--- config.mk ---
export PLATFORM = sky130hd
export DESIGN_NAME = gtp_header_validator_flat
export DESIGN_NICKNAME = d
export VERILOG_FILES = /design/src/design/gtp_pkg.sv /design/src/design/gtp_if.sv /design/src/design/gtp_header_validator.sv /design/src/design/gtp_cfg.sv /design/src/design/gtp_parse.sv /design/src/design/gtp_result.sv /design/src/flat_wrapper.sv
export SDC_FILE = /design/constraint.sdc
export NUM_CORES = 1
export LEC_CHECK = 0
export ABC_AREA = 1
export BUFFER_PORTS_ARGS = -buffer_cell sky130_fd_sc_hd__buf_2
export CORE_ASPECT_RATIO = 0.8
export CORE_MARGIN = 2
export CORE_UTILIZATION = 50
export DETAILED_ROUTE_END_ITERATION = 8
export PLACE_DENSITY = 0.73
export SYNTH_ARGS = -nofsm -noshare
export SYNTH_HDL_FRONTEND = slang
export SYNTH_HIERARCHICAL = 1
export SYNTH_SLANG_ARGS = --single-unit
--- constraint.sdc ---
create_clock -name clk -period 5.4 [get_ports clk]
set_input_delay 0.27 -clock clk [delete_from_list [all_inputs] [get_ports clk]]
set_output_delay 0.27 -clock clk [all_outputs]
set_load 0.02 [all_outputs]
--- src/design/gtp_pkg.sv ---
// Shared types and constants for the GTP header validator.
// No dependencies; used by every other design file.
package gtp_pkg;

    // Verdict status codes
    localparam logic [2:0] ST_ACCEPTED   = 3'd0;
    localparam logic [2:0] ST_SHORT      = 3'd1;
    localparam logic [2:0] ST_NOT_PDU    = 3'd2;
    localparam logic [2:0] ST_GTP_PRIME  = 3'd3;
    localparam logic [2:0] ST_BAD_VER    = 3'd4;
    localparam logic [2:0] ST_BAD_LENGTH = 3'd5;

    // Inner protocol codes
    localparam logic [1:0] NP_UNKNOWN = 2'd0;
    localparam logic [1:0] NP_IPV4    = 2'd1;
    localparam logic [1:0] NP_IPV6    = 2'd2;

    // Header field values and masks
    localparam logic [7:0] TYPE_GPDU     = 8'd255;
    localparam logic [7:0] FLAG_PT_MASK  = 8'h10;
    localparam logic [7:0] FLAG_OPT_MASK = 8'h07;
    localparam logic [3:0] INNER_IPV4    = 4'h4;
    localparam logic [3:0] INNER_IPV6    = 4'h6;

    // Fixed header sizes in bytes
    localparam int HDR_LEN_V0     = 20;
    localparam int HDR_LEN_V1     = 8;
    localparam int HDR_LEN_V1_OPT = 12;
    localparam int MIN_PKT_LEN    = 8;

    // Configuration register map
    localparam int         APB_ADDR_BITS = 3;
    localparam logic [0:0] REG_BYPASS    = 1'b0;

    // Field widths
    localparam int HLEN_BITS = 17;

    // One verdict item
    typedef struct packed {
        logic [2:0]           status;
        logic [HLEN_BITS-1:0] header_length;
        logic [1:0]           next_protocol;
        logic                 multiple_encap;
        logic                 bypass_request;
    } verdict_t;

endpackage

--- src/design/gtp_if.sv ---
// Valid/ready channel interfaces for packet bytes and verdicts.
// Depends on gtp_pkg for field widths.
interface gtp_byte_if;
    logic       valid;
    logic       ready;
    logic [7:0] data_byte;
    logic       last_byte;
    logic       outer_gtp_seen;

    modport source (output valid, output data_byte, output last_byte,
                    output outer_gtp_seen, input ready);
    modport sink   (input valid, input data_byte, input last_byte,
                    input outer_gtp_seen, output ready);
endinterface

interface gtp_verdict_if;
    logic                          valid;
    logic                          ready;
    logic [2:0]                    status;
    logic [gtp_pkg::HLEN_BITS-1:0] header_length;
    logic [1:0]                    next_protocol;
    logic                          multiple_encap;
    logic                          bypass_request;

    modport source (output valid, output status, output header_length,
                    output next_protocol, output multiple_encap,
                    output bypass_request, input ready);
    modport sink   (input valid, input status, input header_length,
                    input next_protocol, input multiple_encap,
                    input bypass_request, output ready);
endinterface

--- src/design/gtp_header_validator.sv ---
// GTP header validator: one packet byte per item, one verdict per packet.
// Throughput: one byte per cycle; a last byte waits on a full result register.
// A verdict is formed from the last byte in the input register, then held
// in the result register until the verdict channel takes it.
// Reset (rst_n low, asynchronous): channels empty, packet state and
// bypass enable cleared.
module gtp_header_validator
#(
    parameter int COUNT_BITS = 17
)
(
    input  logic                              clk,
    input  logic                              rst_n,
    input  logic                              psel,
    input  logic                              penable,
    input  logic                              pwrite,
    input  logic [gtp_pkg::APB_ADDR_BITS-1:0] paddr,
    input  logic [31:0]                       pwdata,
    output logic [31:0]                       prdata,
    output logic                              pready,
    gtp_byte_if.sink                          pkt,
    gtp_verdict_if.source                     verdict
);

    logic              bypass_enable;
    logic              res_load;
    logic              res_can_take;
    gtp_pkg::verdict_t res;

    gtp_cfg u_cfg
    (
        .clk           (clk),
        .rst_n         (rst_n),
        .psel          (psel),
        .penable       (penable),
        .pwrite        (pwrite),
        .paddr         (paddr),
        .pwdata        (pwdata),
        .prdata        (prdata),
        .pready        (pready),
        .bypass_enable (bypass_enable)
    );

    gtp_parse #(.COUNT_BITS(COUNT_BITS)) u_parse
    (
        .clk           (clk),
        .rst_n         (rst_n),
        .pkt           (pkt),
        .bypass_enable (bypass_enable),
        .res_can_take  (res_can_take),
        .res_load      (res_load),
        .res           (res)
    );

    gtp_result u_result
    (
        .clk          (clk),
        .rst_n        (rst_n),
        .res_load     (res_load),
        .res          (res),
        .res_can_take (res_can_take),
        .verdict      (verdict)
    );

endmodule

--- src/design/gtp_cfg.sv ---
// APB-style configuration register block (bypass enable).
// Depends on gtp_pkg for the register map.
module gtp_cfg
(
    input  logic                              clk,
    input  logic                              rst_n,
    input  logic                              psel,
    input  logic                              penable,
    input  logic                              pwrite,
    input  logic [gtp_pkg::APB_ADDR_BITS-1:0] paddr,
    input  logic [31:0]                       pwdata,
    output logic [31:0]                       prdata,
    output logic                              pready,
    output logic                              bypass_enable
);

    logic bypass_enable_reg;
    logic bypass_enable_next;
    logic sel_bypass;

    // Register index is the word address
    assign sel_bypass = (paddr[gtp_pkg::APB_ADDR_BITS-1:2] == gtp_pkg::REG_BYPASS);
    assign pready     = 1'b1;

    always_comb
    begin
        bypass_enable_next = bypass_enable_reg;
        if (psel && penable && pwrite && pready && sel_bypass)
        begin
            bypass_enable_next = pwdata[0];
        end
    end

    always_ff @(posedge clk or negedge rst_n)
    begin
        if (!rst_n)
        begin
            bypass_enable_reg <= 1'b0;
        end
        else
        begin
            bypass_enable_reg <= bypass_enable_next;
        end
    end

    // Read-back
    assign prdata        = sel_bypass ? {31'd0, bypass_enable_reg} : 32'd0;
    assign bypass_enable = bypass_enable_reg;

endmodule

--- src/design/gtp_parse.sv ---
// Input register, per-packet header state and verdict logic.
// Depends on gtp_pkg and gtp_byte_if.
module gtp_parse
#(
    parameter int COUNT_BITS = 17
)
(
    input  logic              clk,
    input  logic              rst_n,
    gtp_byte_if.sink          pkt,
    input  logic              bypass_enable,
    input  logic              res_can_take,
    output logic              res_load,
    output gtp_pkg::verdict_t res
);

    localparam int CMPW = (COUNT_BITS > 17) ? COUNT_BITS : 17;
    localparam logic [COUNT_BITS-1:0] CNT_MAX = {COUNT_BITS{1'b1}};

    // Input register
    logic       s1_valid_reg;
    logic [7:0] s1_byte_reg;
    logic       s1_last_reg;
    logic       s1_outer_reg;

    // Per-packet state
    logic [COUNT_BITS-1:0] byte_count_reg,   byte_count_next;
    logic [7:0]            flag_byte_reg,    flag_byte_next;
    logic [7:0]            type_byte_reg,    type_byte_next;
    logic [15:0]           length_field_reg, length_field_next;
    logic [COUNT_BITS-1:0] header_end_reg,   header_end_next;
    logic                  chain_active_reg, chain_active_next;
    logic                  chain_error_reg,  chain_error_next;
    logic [3:0]            inner_nib_reg,    inner_nib_next;
    logic                  outer_flag_reg,   outer_flag_next;

    logic                  go;
    logic                  advance;
    logic                  pkt_accept;
    logic [2:0]            ver_first;
    logic [COUNT_BITS:0]   i_plus1;
    logic [COUNT_BITS:0]   ext_sum;
    logic [2:0]            ver;
    logic [CMPW-1:0]       total_w;
    logic [CMPW-1:0]       len_v0;
    logic [CMPW-1:0]       len_v1;
    logic [2:0]            status;

    // Handshake: stall only a last byte whose verdict cannot be stored
    assign go         = !s1_last_reg || res_can_take;
    assign advance    = s1_valid_reg && go;
    assign pkt.ready  = !s1_valid_reg || go;
    assign pkt_accept = pkt.valid && pkt.ready;
    assign res_load   = advance && s1_last_reg;

    always_ff @(posedge clk or negedge rst_n)
    begin
        if (!rst_n)
        begin
            s1_valid_reg <= 1'b0;
        end
        else if (pkt_accept)
        begin
            s1_valid_reg <= 1'b1;
        end
        else if (advance)
        begin
            s1_valid_reg <= 1'b0;
        end
    end

    always_ff @(posedge clk)
    begin
        if (pkt_accept)
        begin
            s1_byte_reg  <= pkt.data_byte;
            s1_last_reg  <= pkt.last_byte;
            s1_outer_reg <= pkt.outer_gtp_seen;
        end
    end

    assign ver_first = s1_byte_reg[7:5];
    assign i_plus1   = {1'b0, byte_count_reg} + {{COUNT_BITS{1'b0}}, 1'b1};
    assign ext_sum   = {1'b0, header_end_reg}
                     + (COUNT_BITS+1)'({s1_byte_reg, 2'b00});

    // Header field capture and extension chain walk
    always_comb
    begin
        flag_byte_next    = flag_byte_reg;
        type_byte_next    = type_byte_reg;
        length_field_next = length_field_reg;
        header_end_next   = header_end_reg;
        chain_active_next = chain_active_reg;
        chain_error_next  = chain_error_reg;
        inner_nib_next    = inner_nib_reg;
        outer_flag_next   = outer_flag_reg;

        if (byte_count_reg == '0)
        begin
            flag_byte_next   = s1_byte_reg;
            outer_flag_next  = s1_outer_reg;
            chain_error_next = 1'b0;
            inner_nib_next   = 4'd0;
            if (ver_first == 3'd1 && (s1_byte_reg & gtp_pkg::FLAG_OPT_MASK) != 8'd0)
            begin
                chain_active_next = 1'b1;
                header_end_next   = COUNT_BITS'(gtp_pkg::HDR_LEN_V1_OPT);
            end
            else
            begin
                chain_active_next = 1'b0;
                header_end_next   = (ver_first == 3'd0) ? COUNT_BITS'(gtp_pkg::HDR_LEN_V0)
                                                        : COUNT_BITS'(gtp_pkg::HDR_LEN_V1);
            end
        end
        else
        begin
            if (byte_count_reg == COUNT_BITS'(1))
            begin
                type_byte_next = s1_byte_reg;
            end
            else if (byte_count_reg == COUNT_BITS'(2))
            begin
                length_field_next = {s1_byte_reg, 8'd0};
            end
            else if (byte_count_reg == COUNT_BITS'(3))
            begin
                length_field_next = {length_field_reg[15:8], s1_byte_reg};
            end

            if (chain_active_reg)
            begin
                // next-type byte sits just before the length byte
                if (i_plus1 == {1'b0, header_end_reg})
                begin
                    if (s1_byte_reg == 8'd0)
                    begin
                        chain_active_next = 1'b0;
                    end
                end
                else if (byte_count_reg == header_end_reg)
                begin
                    if (s1_byte_reg == 8'd0)
                    begin
                        chain_error_next  = 1'b1;
                        chain_active_next = 1'b0;
                    end
                    else
                    begin
                        header_end_next = ext_sum[COUNT_BITS] ? CNT_MAX
                                                              : ext_sum[COUNT_BITS-1:0];
                    end
                end
            end
            else if (byte_count_reg == header_end_reg)
            begin
                // first byte after the header carries the inner IP version
                inner_nib_next = s1_byte_reg[7:4];
            end
        end

        byte_count_next = (byte_count_reg == CNT_MAX) ? CNT_MAX
                                                      : byte_count_reg + COUNT_BITS'(1);
    end

    // Verdict from the updated state
    assign ver     = flag_byte_next[7:5];
    assign total_w = CMPW'(byte_count_next);
    assign len_v0  = CMPW'(length_field_next) + CMPW'(gtp_pkg::HDR_LEN_V0);
    assign len_v1  = CMPW'(length_field_next) + CMPW'(gtp_pkg::HDR_LEN_V1);

    always_comb
    begin
        status = gtp_pkg::ST_ACCEPTED;
        if (total_w < CMPW'(gtp_pkg::MIN_PKT_LEN))
        begin
            status = gtp_pkg::ST_SHORT;
        end
        else if (type_byte_next != gtp_pkg::TYPE_GPDU)
        begin
            status = gtp_pkg::ST_NOT_PDU;
        end
        else if ((flag_byte_next & gtp_pkg::FLAG_PT_MASK) == 8'd0)
        begin
            status = gtp_pkg::ST_GTP_PRIME;
        end
        else if (ver > 3'd1)
        begin
            status = gtp_pkg::ST_BAD_VER;
        end
        else if (ver == 3'd0)
        begin
            if (total_w < CMPW'(gtp_pkg::HDR_LEN_V0) || total_w != len_v0)
            begin
                status = gtp_pkg::ST_BAD_LENGTH;
            end
        end
        else if (chain_active_next || chain_error_next || total_w != len_v1)
        begin
            status = gtp_pkg::ST_BAD_LENGTH;
        end

        res = '0;
        res.status = status;
        if (status == gtp_pkg::ST_ACCEPTED)
        begin
            res.header_length  = gtp_pkg::HLEN_BITS'(header_end_next);
            res.multiple_encap = outer_flag_next;
            res.bypass_request = bypass_enable;
            // no inner protocol when the header fills the packet
            if (byte_count_next > header_end_next)
            begin
                if (inner_nib_next == gtp_pkg::INNER_IPV4)
                begin
                    res.next_protocol = gtp_pkg::NP_IPV4;
                end
                else if (inner_nib_next == gtp_pkg::INNER_IPV6)
                begin
                    res.next_protocol = gtp_pkg::NP_IPV6;
                end
            end
        end
    end

    // State update; clears after each verdict
    always_ff @(posedge clk or negedge rst_n)
    begin
        if (!rst_n)
        begin
            byte_count_reg   <= '0;
            flag_byte_reg    <= '0;
            type_byte_reg    <= '0;
            length_field_reg <= '0;
            header_end_reg   <= '0;
            chain_active_reg <= 1'b0;
            chain_error_reg  <= 1'b0;
            inner_nib_reg    <= '0;
            outer_flag_reg   <= 1'b0;
        end
        else if (advance && s1_last_reg)
        begin
            byte_count_reg   <= '0;
            flag_byte_reg    <= '0;
            type_byte_reg    <= '0;
            length_field_reg <= '0;
            header_end_reg   <= '0;
            chain_active_reg <= 1'b0;
            chain_error_reg  <= 1'b0;
            inner_nib_reg    <= '0;
            outer_flag_reg   <= 1'b0;
        end
        else if (advance)
        begin
            byte_count_reg   <= byte_count_next;
            flag_byte_reg    <= flag_byte_next;
            type_byte_reg    <= type_byte_next;
            length_field_reg <= length_field_next;
            header_end_reg   <= header_end_next;
            chain_active_reg <= chain_active_next;
            chain_error_reg  <= chain_error_next;
            inner_nib_reg    <= inner_nib_next;
            outer_flag_reg   <= outer_flag_next;
        end
    end

endmodule

--- src/design/gtp_result.sv ---
// Result register driving the verdict channel.
// Depends on gtp_pkg and gtp_verdict_if.
module gtp_result
(
    input  logic              clk,
    input  logic              rst_n,
    input  logic              res_load,
    input  gtp_pkg::verdict_t res,
    output logic              res_can_take,
    gtp_verdict_if.source     verdict
);

    logic              valid_reg;
    gtp_pkg::verdict_t data_reg;

    // Free slot, or the held item leaves this cycle
    assign res_can_take = !valid_reg || verdict.ready;

    always_ff @(posedge clk or negedge rst_n)
    begin
        if (!rst_n)
        begin
            valid_reg <= 1'b0;
        end
        else if (res_load)
        begin
            valid_reg <= 1'b1;
        end
        else if (verdict.ready)
        begin
            valid_reg <= 1'b0;
        end
    end

    always_ff @(posedge clk)
    begin
        if (res_load)
        begin
            data_reg <= res;
        end
    end

    assign verdict.valid          = valid_reg;
    assign verdict.status         = data_reg.status;
    assign verdict.header_length  = data_reg.header_length;
    assign verdict.next_protocol  = data_reg.next_protocol;
    assign verdict.multiple_encap = data_reg.multiple_encap;
    assign verdict.bypass_request = data_reg.bypass_request;

endmodule
--- src/flat_wrapper.sv ---
// flat-port wrapper written by rule: the top's interface ports become plain ports
module gtp_header_validator_flat 
#(
    parameter int COUNT_BITS = 17
)
  (clk, rst_n, psel, penable, pwrite, paddr, pwdata, prdata, pready, pkt_valid, pkt_data_byte, pkt_last_byte, pkt_outer_gtp_seen, pkt_ready, verdict_valid, verdict_status, verdict_header_length, verdict_next_protocol, verdict_multiple_encap, verdict_bypass_request, verdict_ready);
  gtp_byte_if pkt_i ();
  gtp_verdict_if verdict_i ();
  input  logic clk;
  input  logic rst_n;
  input  logic psel;
  input  logic penable;
  input  logic pwrite;
  input  logic [gtp_pkg::APB_ADDR_BITS-1:0] paddr;
  input  logic [31:0] pwdata;
  output logic [31:0] prdata;
  output logic pready;
  input wire logic [$bits(pkt_i.valid)-1:0] pkt_valid;
  input wire logic [$bits(pkt_i.data_byte)-1:0] pkt_data_byte;
  input wire logic [$bits(pkt_i.last_byte)-1:0] pkt_last_byte;
  input wire logic [$bits(pkt_i.outer_gtp_seen)-1:0] pkt_outer_gtp_seen;
  output wire logic [$bits(pkt_i.ready)-1:0] pkt_ready;
  output wire logic [$bits(verdict_i.valid)-1:0] verdict_valid;
  output wire logic [$bits(verdict_i.status)-1:0] verdict_status;
  output wire logic [$bits(verdict_i.header_length)-1:0] verdict_header_length;
  output wire logic [$bits(verdict_i.next_protocol)-1:0] verdict_next_protocol;
  output wire logic [$bits(verdict_i.multiple_encap)-1:0] verdict_multiple_encap;
  output wire logic [$bits(verdict_i.bypass_request)-1:0] verdict_bypass_request;
  input wire logic [$bits(verdict_i.ready)-1:0] verdict_ready;
  assign pkt_i.valid = pkt_valid;
  assign pkt_i.data_byte = pkt_data_byte;
  assign pkt_i.last_byte = pkt_last_byte;
  assign pkt_i.outer_gtp_seen = pkt_outer_gtp_seen;
  assign pkt_ready = pkt_i.ready;
  assign verdict_valid = verdict_i.valid;
  assign verdict_status = verdict_i.status;
  assign verdict_header_length = verdict_i.header_length;
  assign verdict_next_protocol = verdict_i.next_protocol;
  assign verdict_multiple_encap = verdict_i.multiple_encap;
  assign verdict_bypass_request = verdict_i.bypass_request;
  assign verdict_i.ready = verdict_ready;
  gtp_header_validator #(.COUNT_BITS(COUNT_BITS)) u_core (.clk(clk), .rst_n(rst_n), .psel(psel), .penable(penable), .pwrite(pwrite), .paddr(paddr), .pwdata(pwdata), .prdata(prdata), .pready(pready), .pkt(pkt_i), .verdict(verdict_i));
endmodule
==> impl_metrics.csv, run 1 <==
group,metric,value,unit
run_status,status,"finished, final reports clean",
pwr,ir_drop,0.219,mV
hold_path,hold_path.class,"in -> async",
die,num_rows,42,
clock_tree,insertion_delay,0.37,ns
setup_path,r2r_cells,31,
yosys,synthDistinctLibCells,44,
yosys,synth_area_leaders,"dfrtp_1 22%, nand2_1 13%, edfxtp_1 12%",
routing,drt-initial-drc-count,766,
setup_path,critPathLaunchType,"flop",
layout,drive_gt1_share,13.3,%
layout,n_antenna_cell,0,
yosys,syn-cell-area,0.00829,sq mm
global_routing,grt-ovfl-total,0,
clock_tree,cts_buffer_depth,2,
layout,finalNonFillerCells,1426,
clock_tree,cts_root_buf,"clkbuf_16",
clock_tree,cts-hold-fix-buffers,0,
timing,slew_viol_final,0,
yosys,yosysWarnings,6,
routing,drt-total-wl,24100,um
setup_path,cp.required,5.52,ns
routing,viasPerCell,5.56,
run,drv_cap,0,
global_routing,antenna_found_initial,0,
pwr,finalPower,2.59,mW
setup_path,crit_top_cell,"nand2_1",
yosys,avgSynthCellArea,7.15,sq um
timing,skew,0.0112,ns
setup_path,critical_path.max_stage_delay,0.50,ns
layout,areaGrowthSynthToFinish,8.21,%
yosys,yosys_most_used_dff,"dfrtp_1",
global_routing,grt_usage,27.9,%
yosys,ys_ff_latch,106,
timing,rsz0062_at_grt,"no",
yosys,synth_top_area_share,21.7,%
timing,finalHoldViolations,0,
global_routing,grt_pass1_wl,38100,um
clock_tree,cts_tree,"yes",
die,dieArea,0.0176,sq mm
setup_path,end_kind,"flop",
yosys,async_flop_share,67.9,%
die,die_h,119,um
setup_path,path_class,"reg -> reg",
global_routing,grt_pass1_vias,6969,
layout,num-nets-final,1287,
yosys,synth_edf_count,34,
routing,vias,7933,
timing,fmax,0.205,GHz
setup_path,arrival,5.01,ns
place,place_inst,1410,
routing,postRouteAntennaNets,0,
routing,drtPass1Iterations,5,
yosys,yosysTopAreaCell,"dfrtp_1",
clock_tree,clk_pin_slew,0.08,ns
die,core,0.0164,sq mm
pwr,powerDensity,289,mW/mm^2
yosys,yosysSeqAreaShare,34.0,%
timing,hold_slack,0.0384,ns
yosys,syn_inst,1160,
die,start_util,50.6,%
timing,setup_tns,0,ns
layout,layout_common_cells,"297 x nand2_1, 150 x inv_1, 92 x nor2_1, 82 x nand3_1, 72 x dfrtp_1",
die,die_w,148,um
timing,min_period,4.89,ns
layout,final_common_cell,"nand2_1",
place,gp_congestion,0.989,
timing,fin_crit_sh,90.5,%
routing,routedWlPerCell,16.9,um
timing,worstMarginPinSlew,1.02,ns
clock_tree,cts_buffers,9,
place,port_buffers,45,
clock_tree,cts.sinks,106,
die,pin_count,111,
setup_path,cp_max_fo,5,
timing,relSlewSlack,31.7,%
clock_tree,htree_levels,3,
setup_path,crit_path_top_delay_cell,"edfxtp_1",
timing,setup_viol,0,
pwr,p_leak,4.41,nW
global_routing,grt_max_degree,73,
routing,drc_errors,0,
place,dp_hpwl,18000,um
-- layout make-up --
type	instances	area, sq um
multi-input cells	864	4620
clock buffers	9	225
well taps	220	275
flip-flops and latches	106	2820
fillers	1578	7420
inverters	160	601
clock inverters	7	93.8
repair buffers	60	340
-- per-stage QoR --
step / utilization, % / setup slack, ns / area (sq um)
2_1_floorplan: - / 1.32 / 8410
3_3_place_gp: 52.8 / 0.542 / 8650
3_5_place_dp: 52.8 / 0.464 / 8650
4_1_cts: 54.7 / 0.439 / 8970
5_1_grt: 54.7 / 0.110 / 8970
6_report: 54.7 / 0.515 / 8970
-- Yosys cell counts (4+ instances only) --
master,number
dfrtp_1,72
inv_2,5
o21bai_1,6
nor2_1,92
inv_1,151
buf_4,35
xor2_1,30
clkinv_1,4
a21oi_1,34
edfxtp_1,34
o221ai_1,4
nor4_1,7
nand4_1,19
o21ai_2,5
o21ai_0,59
nor3_1,13
nor2_4,10
nand2_2,14
xnor2_1,13
clkbuf_1,19
ha_1,33
nor2_2,36
nand3_1,82
o22ai_1,43
nand2_1,297
o21ai_1,10
-- kinds of logic after synthesis --
family / Yosys count / synth area share (%)
and+or+nand+nor: 585 / 32.5
buffers and inverters: 220 / 11.9
AOI/OAI and AO/OA: 170 / 11.8
DFF: 106 / 34.0
xor gates and xnor gates: 43 / 4.54
adders and majority gates: 34 / 5.22
other: 2 / 0.0906
-- where the power goes --
part           total [mW]  internal, mW  switching, mW  leakage, nW
Combinational       0.940         0.289          0.651         2.94
Sequential          0.950         0.902         0.0485         1.31
Clock               0.699         0.336          0.363        0.154
-- final timing paths --
check / startpoint / endpoint / slack, ns
setup reg to reg: u_core/u_parse/s1_byte_reg[2] / u_core/u_result/verdict.next_protocol[0] / 0.51
max in group asynchronous: rst_n / u_core/u_parse/length_field_reg[7] / 4.66
hold reg to reg: u_core/u_parse/type_byte_reg[3] / u_core/u_parse/type_byte_reg[3] / 0.49
hold / removal: rst_n / u_core/u_parse/length_field_reg[10] / 0.04
min in group clk: pkt_outer_gtp_seen / u_core/u_parse/s1_outer_reg / 0.07
setup / recovery: u_core/u_parse/s1_byte_reg[2] / u_core/u_result/verdict.next_protocol[0] / 0.51
-- metal layers --
layer  wire (um)  global-route usage [%]  vias to the layer above
li1            -                       -                     3812
met1       11300                    44.0                     3681
met2       10100                    39.4                      409
met3        2330                    5.17                       31
met4         365                    5.89                        0
met5           0                       0                        -
-- worst max-delay path, delay by kind of cell, from the launching register on --
family	cells	cell delay (ns)
compound gates	14	1.77
simple gates	13	1.56
fa+ha+maj	2	0.72
flops	1	0.50
buf+inv	2	0.10
-- repair_timing --
item | CTS | global route
buffers inserted | 0 | 0
endpoints found under the setup margin | 0 | 2
resized for setup | 0 | 2
Power figures use the tool's default switching activity.
==> run 2: changes to the inputs <==
--- a/config.mk
+++ b/config.mk
@@ -13,4 +13,5 @@
 export DETAILED_ROUTE_END_ITERATION = 8
 export PLACE_DENSITY = 0.73
+export RECOVER_POWER = 50
 export SYNTH_ARGS = -nofsm -noshare
 export SYNTH_HDL_FRONTEND = slang
==> constraint.sdc (replaced) <==
create_clock -name clk -period 5.4 [get_ports clk]
set_input_delay 0.54 -clock clk [delete_from_list [all_inputs] [get_ports clk]]
set_output_delay 0.54 -clock clk [all_outputs]
set_load 0.02 [all_outputs]
==> impl_metrics.csv, run 2 (same netlist as run 1, synthesis figures left out) <==
group,metric,value,unit
setup_path,crit_top_cell,"nand2_1",
clock_tree,insertion_delay,0.37,ns
global_routing,antenna_found_initial,0,
setup_path,path_class,"reg -> reg",
die,die_w,148,um
clock_tree,cts_root_buf,"clkbuf_16",
setup_path,arrival,5.23,ns
pwr,p_leak,4.33,nW
timing,relSlewSlack,-176,%
timing,fin_crit_sh,92.7,%
run_status,violations,"capacitance limit, slew limit",
timing,rsz0062_at_grt,"no",
clock_tree,cts_buffer_depth,2,
pwr,ir_drop,0.189,mV
routing,vias,7895,
layout,n_antenna_cell,0,
setup_path,critical_path.max_stage_delay,0.50,ns
setup_path,crit_start,"u_core/u_parse/s1_byte_reg[2]",
place,dp_hpwl,18000,um
timing,slew_viol_final,73,
setup_path,r2r_cells,31,
layout,drive_gt1_share,10.8,%
hold_path,min_from,"pkt_data_byte[4]",
routing,drt-total-wl,24000,um
setup_path,cp_max_fo,4,
layout,final_common_cell,"nand2_1",
timing,fmax,0.200,GHz
die,num_rows,42,
place,place_area,0.00864,sq mm
setup_path,cp.required,5.63,ns
die,pin_count,111,
place,gp_congestion,0.988,
die,start_util,50.6,%
global_routing,grt_usage,27.8,%
clock_tree,htree_levels,3,
routing,postRouteAntennaNets,0,
routing,viasPerCell,5.54,
setup_path,crit_path_top_delay_cell,"edfxtp_1",
global_routing,grt-ovfl-total,0,
layout,fin_util,54.5,%
clock_tree,cts_setup_buffers,0,
global_routing,grt_max_degree,73,
timing,setup_viol,0,
pwr,finalPower,2.62,mW
run,drv_cap,1,
place,pre_cts_ws,0.396,ns
clock_tree,cts_tree,"yes",
global_routing,grt_pass1_vias,7077,
clock_tree,clk_pin_slew,0.08,ns
routing,routedWlPerCell,16.8,um
timing,setup_tns,0,ns
clock_tree,cts.sinks,106,
layout,fin_area,0.00894,sq mm
hold_path,whs_path_depth,1,
die,core,0.0164,sq mm
routing,drc_errors,0,
layout,areaGrowthSynthToFinish,7.79,%
die,dieArea,0.0176,sq mm
setup_path,r2r_start,"u_core/u_parse/s1_byte_reg[2]",
die,die_h,119,um
global_routing,grt_pass1_wl,38200,um
timing,worstMarginPinSlew,4.15,ns
pwr,powerDensity,293,mW/mm^2
layout,n_fill_cell,1612,
setup_path,critPathLaunchType,"flop",
clock_tree,cts_buffers,9,
routing,drtPass1Iterations,5,
layout,layout_common_cells,"298 x nand2_1, 150 x inv_1, 93 x nor2_1, 82 x nand3_1, 72 x dfrtp_1",
timing,skew,0.00904,ns
layout,num-nets-final,1286,
timing,min_period,5.00,ns
timing,finalHoldViolations,0,
routing,drt-initial-drc-count,1070,
hold_path,hold_path.class,"in -> reg",
place,port_buffers,45,
setup_path,end_kind,"flop",
run_status,status,"finished with violations",
timing,worst_slack,0.396,ns
-- run 2: timing repair --
| action | CTS | global route |
|---|---|---|
| resized for setup | 0 | 2 |
| hold buffers | 0 | 0 |
| setup endpoints to repair | 0 | 2 |
-- run 2: final cells by class --
class / count / area [sq um] / share of cell area (%)
clock inverters: 7 / 108 / 1.20
clock buffers: 9 / 225 / 2.52
repair buffers: 59 / 297 / 3.32
inverters: 160 / 601 / 6.72
multi-input cells: 864 / 4610 / 51.6
well taps: 220 / 275 / 3.08
flip-flops and latches: 106 / 2820 / 31.6
-- run 2: layer usage --
layer / GRT usage (%) / vias to the layer above / wire length [um]
li1: - / 3803 / -
met2: 40.2 / 375 / 10000
met3: 5.17 / 45 / 2440
met4: 7.26 / 0 / 496
met5: 0 / - / 0
met1: 42.6 / 3672 / 11000
-- run 2: path summary, 6_finish.rpt --
| kind | slack [ns] | to |
|---|---|---|
| max | 0.40 | u_core/u_result/verdict.next_protocol[0] |
| min | 0.34 | u_core/u_parse/s1_byte_reg[4] |
| min in group asynchronous | 1.64 | u_core/u_parse/length_field_reg[11] |
| min reg2reg | 0.49 | u_core/u_parse/inner_nib_reg[2] |
| max reg2reg | 0.40 | u_core/u_result/verdict.next_protocol[0] |
| max in group asynchronous | 1.47 | u_core/u_parse/header_end_reg[4] |
-- run 2: metrics by stage --
step                      cells  hold WS [ns]
after floorplan            1190         0.244
after global placement     1409         0.465
after detailed placement   1409         0.472
after CTS                  1425         0.334
after global routing       1425         0.334
final                      1425         0.343
-- run 2: where the power goes --
group	internal, mW	switching (mW)
Sequential	0.902	0.0492
Clock	0.378	0.345
Combinational	0.285	0.658
Total	1.57	1.05
-- run 2: worst max-delay path, delay by kind of cell, from the launching register on --
family,cells,cell delay [ns]
fa+ha+maj,2,0.74
simple gates,12,1.43
compound gates,13,1.74
buf+inv,4,0.47
flops,1,0.50
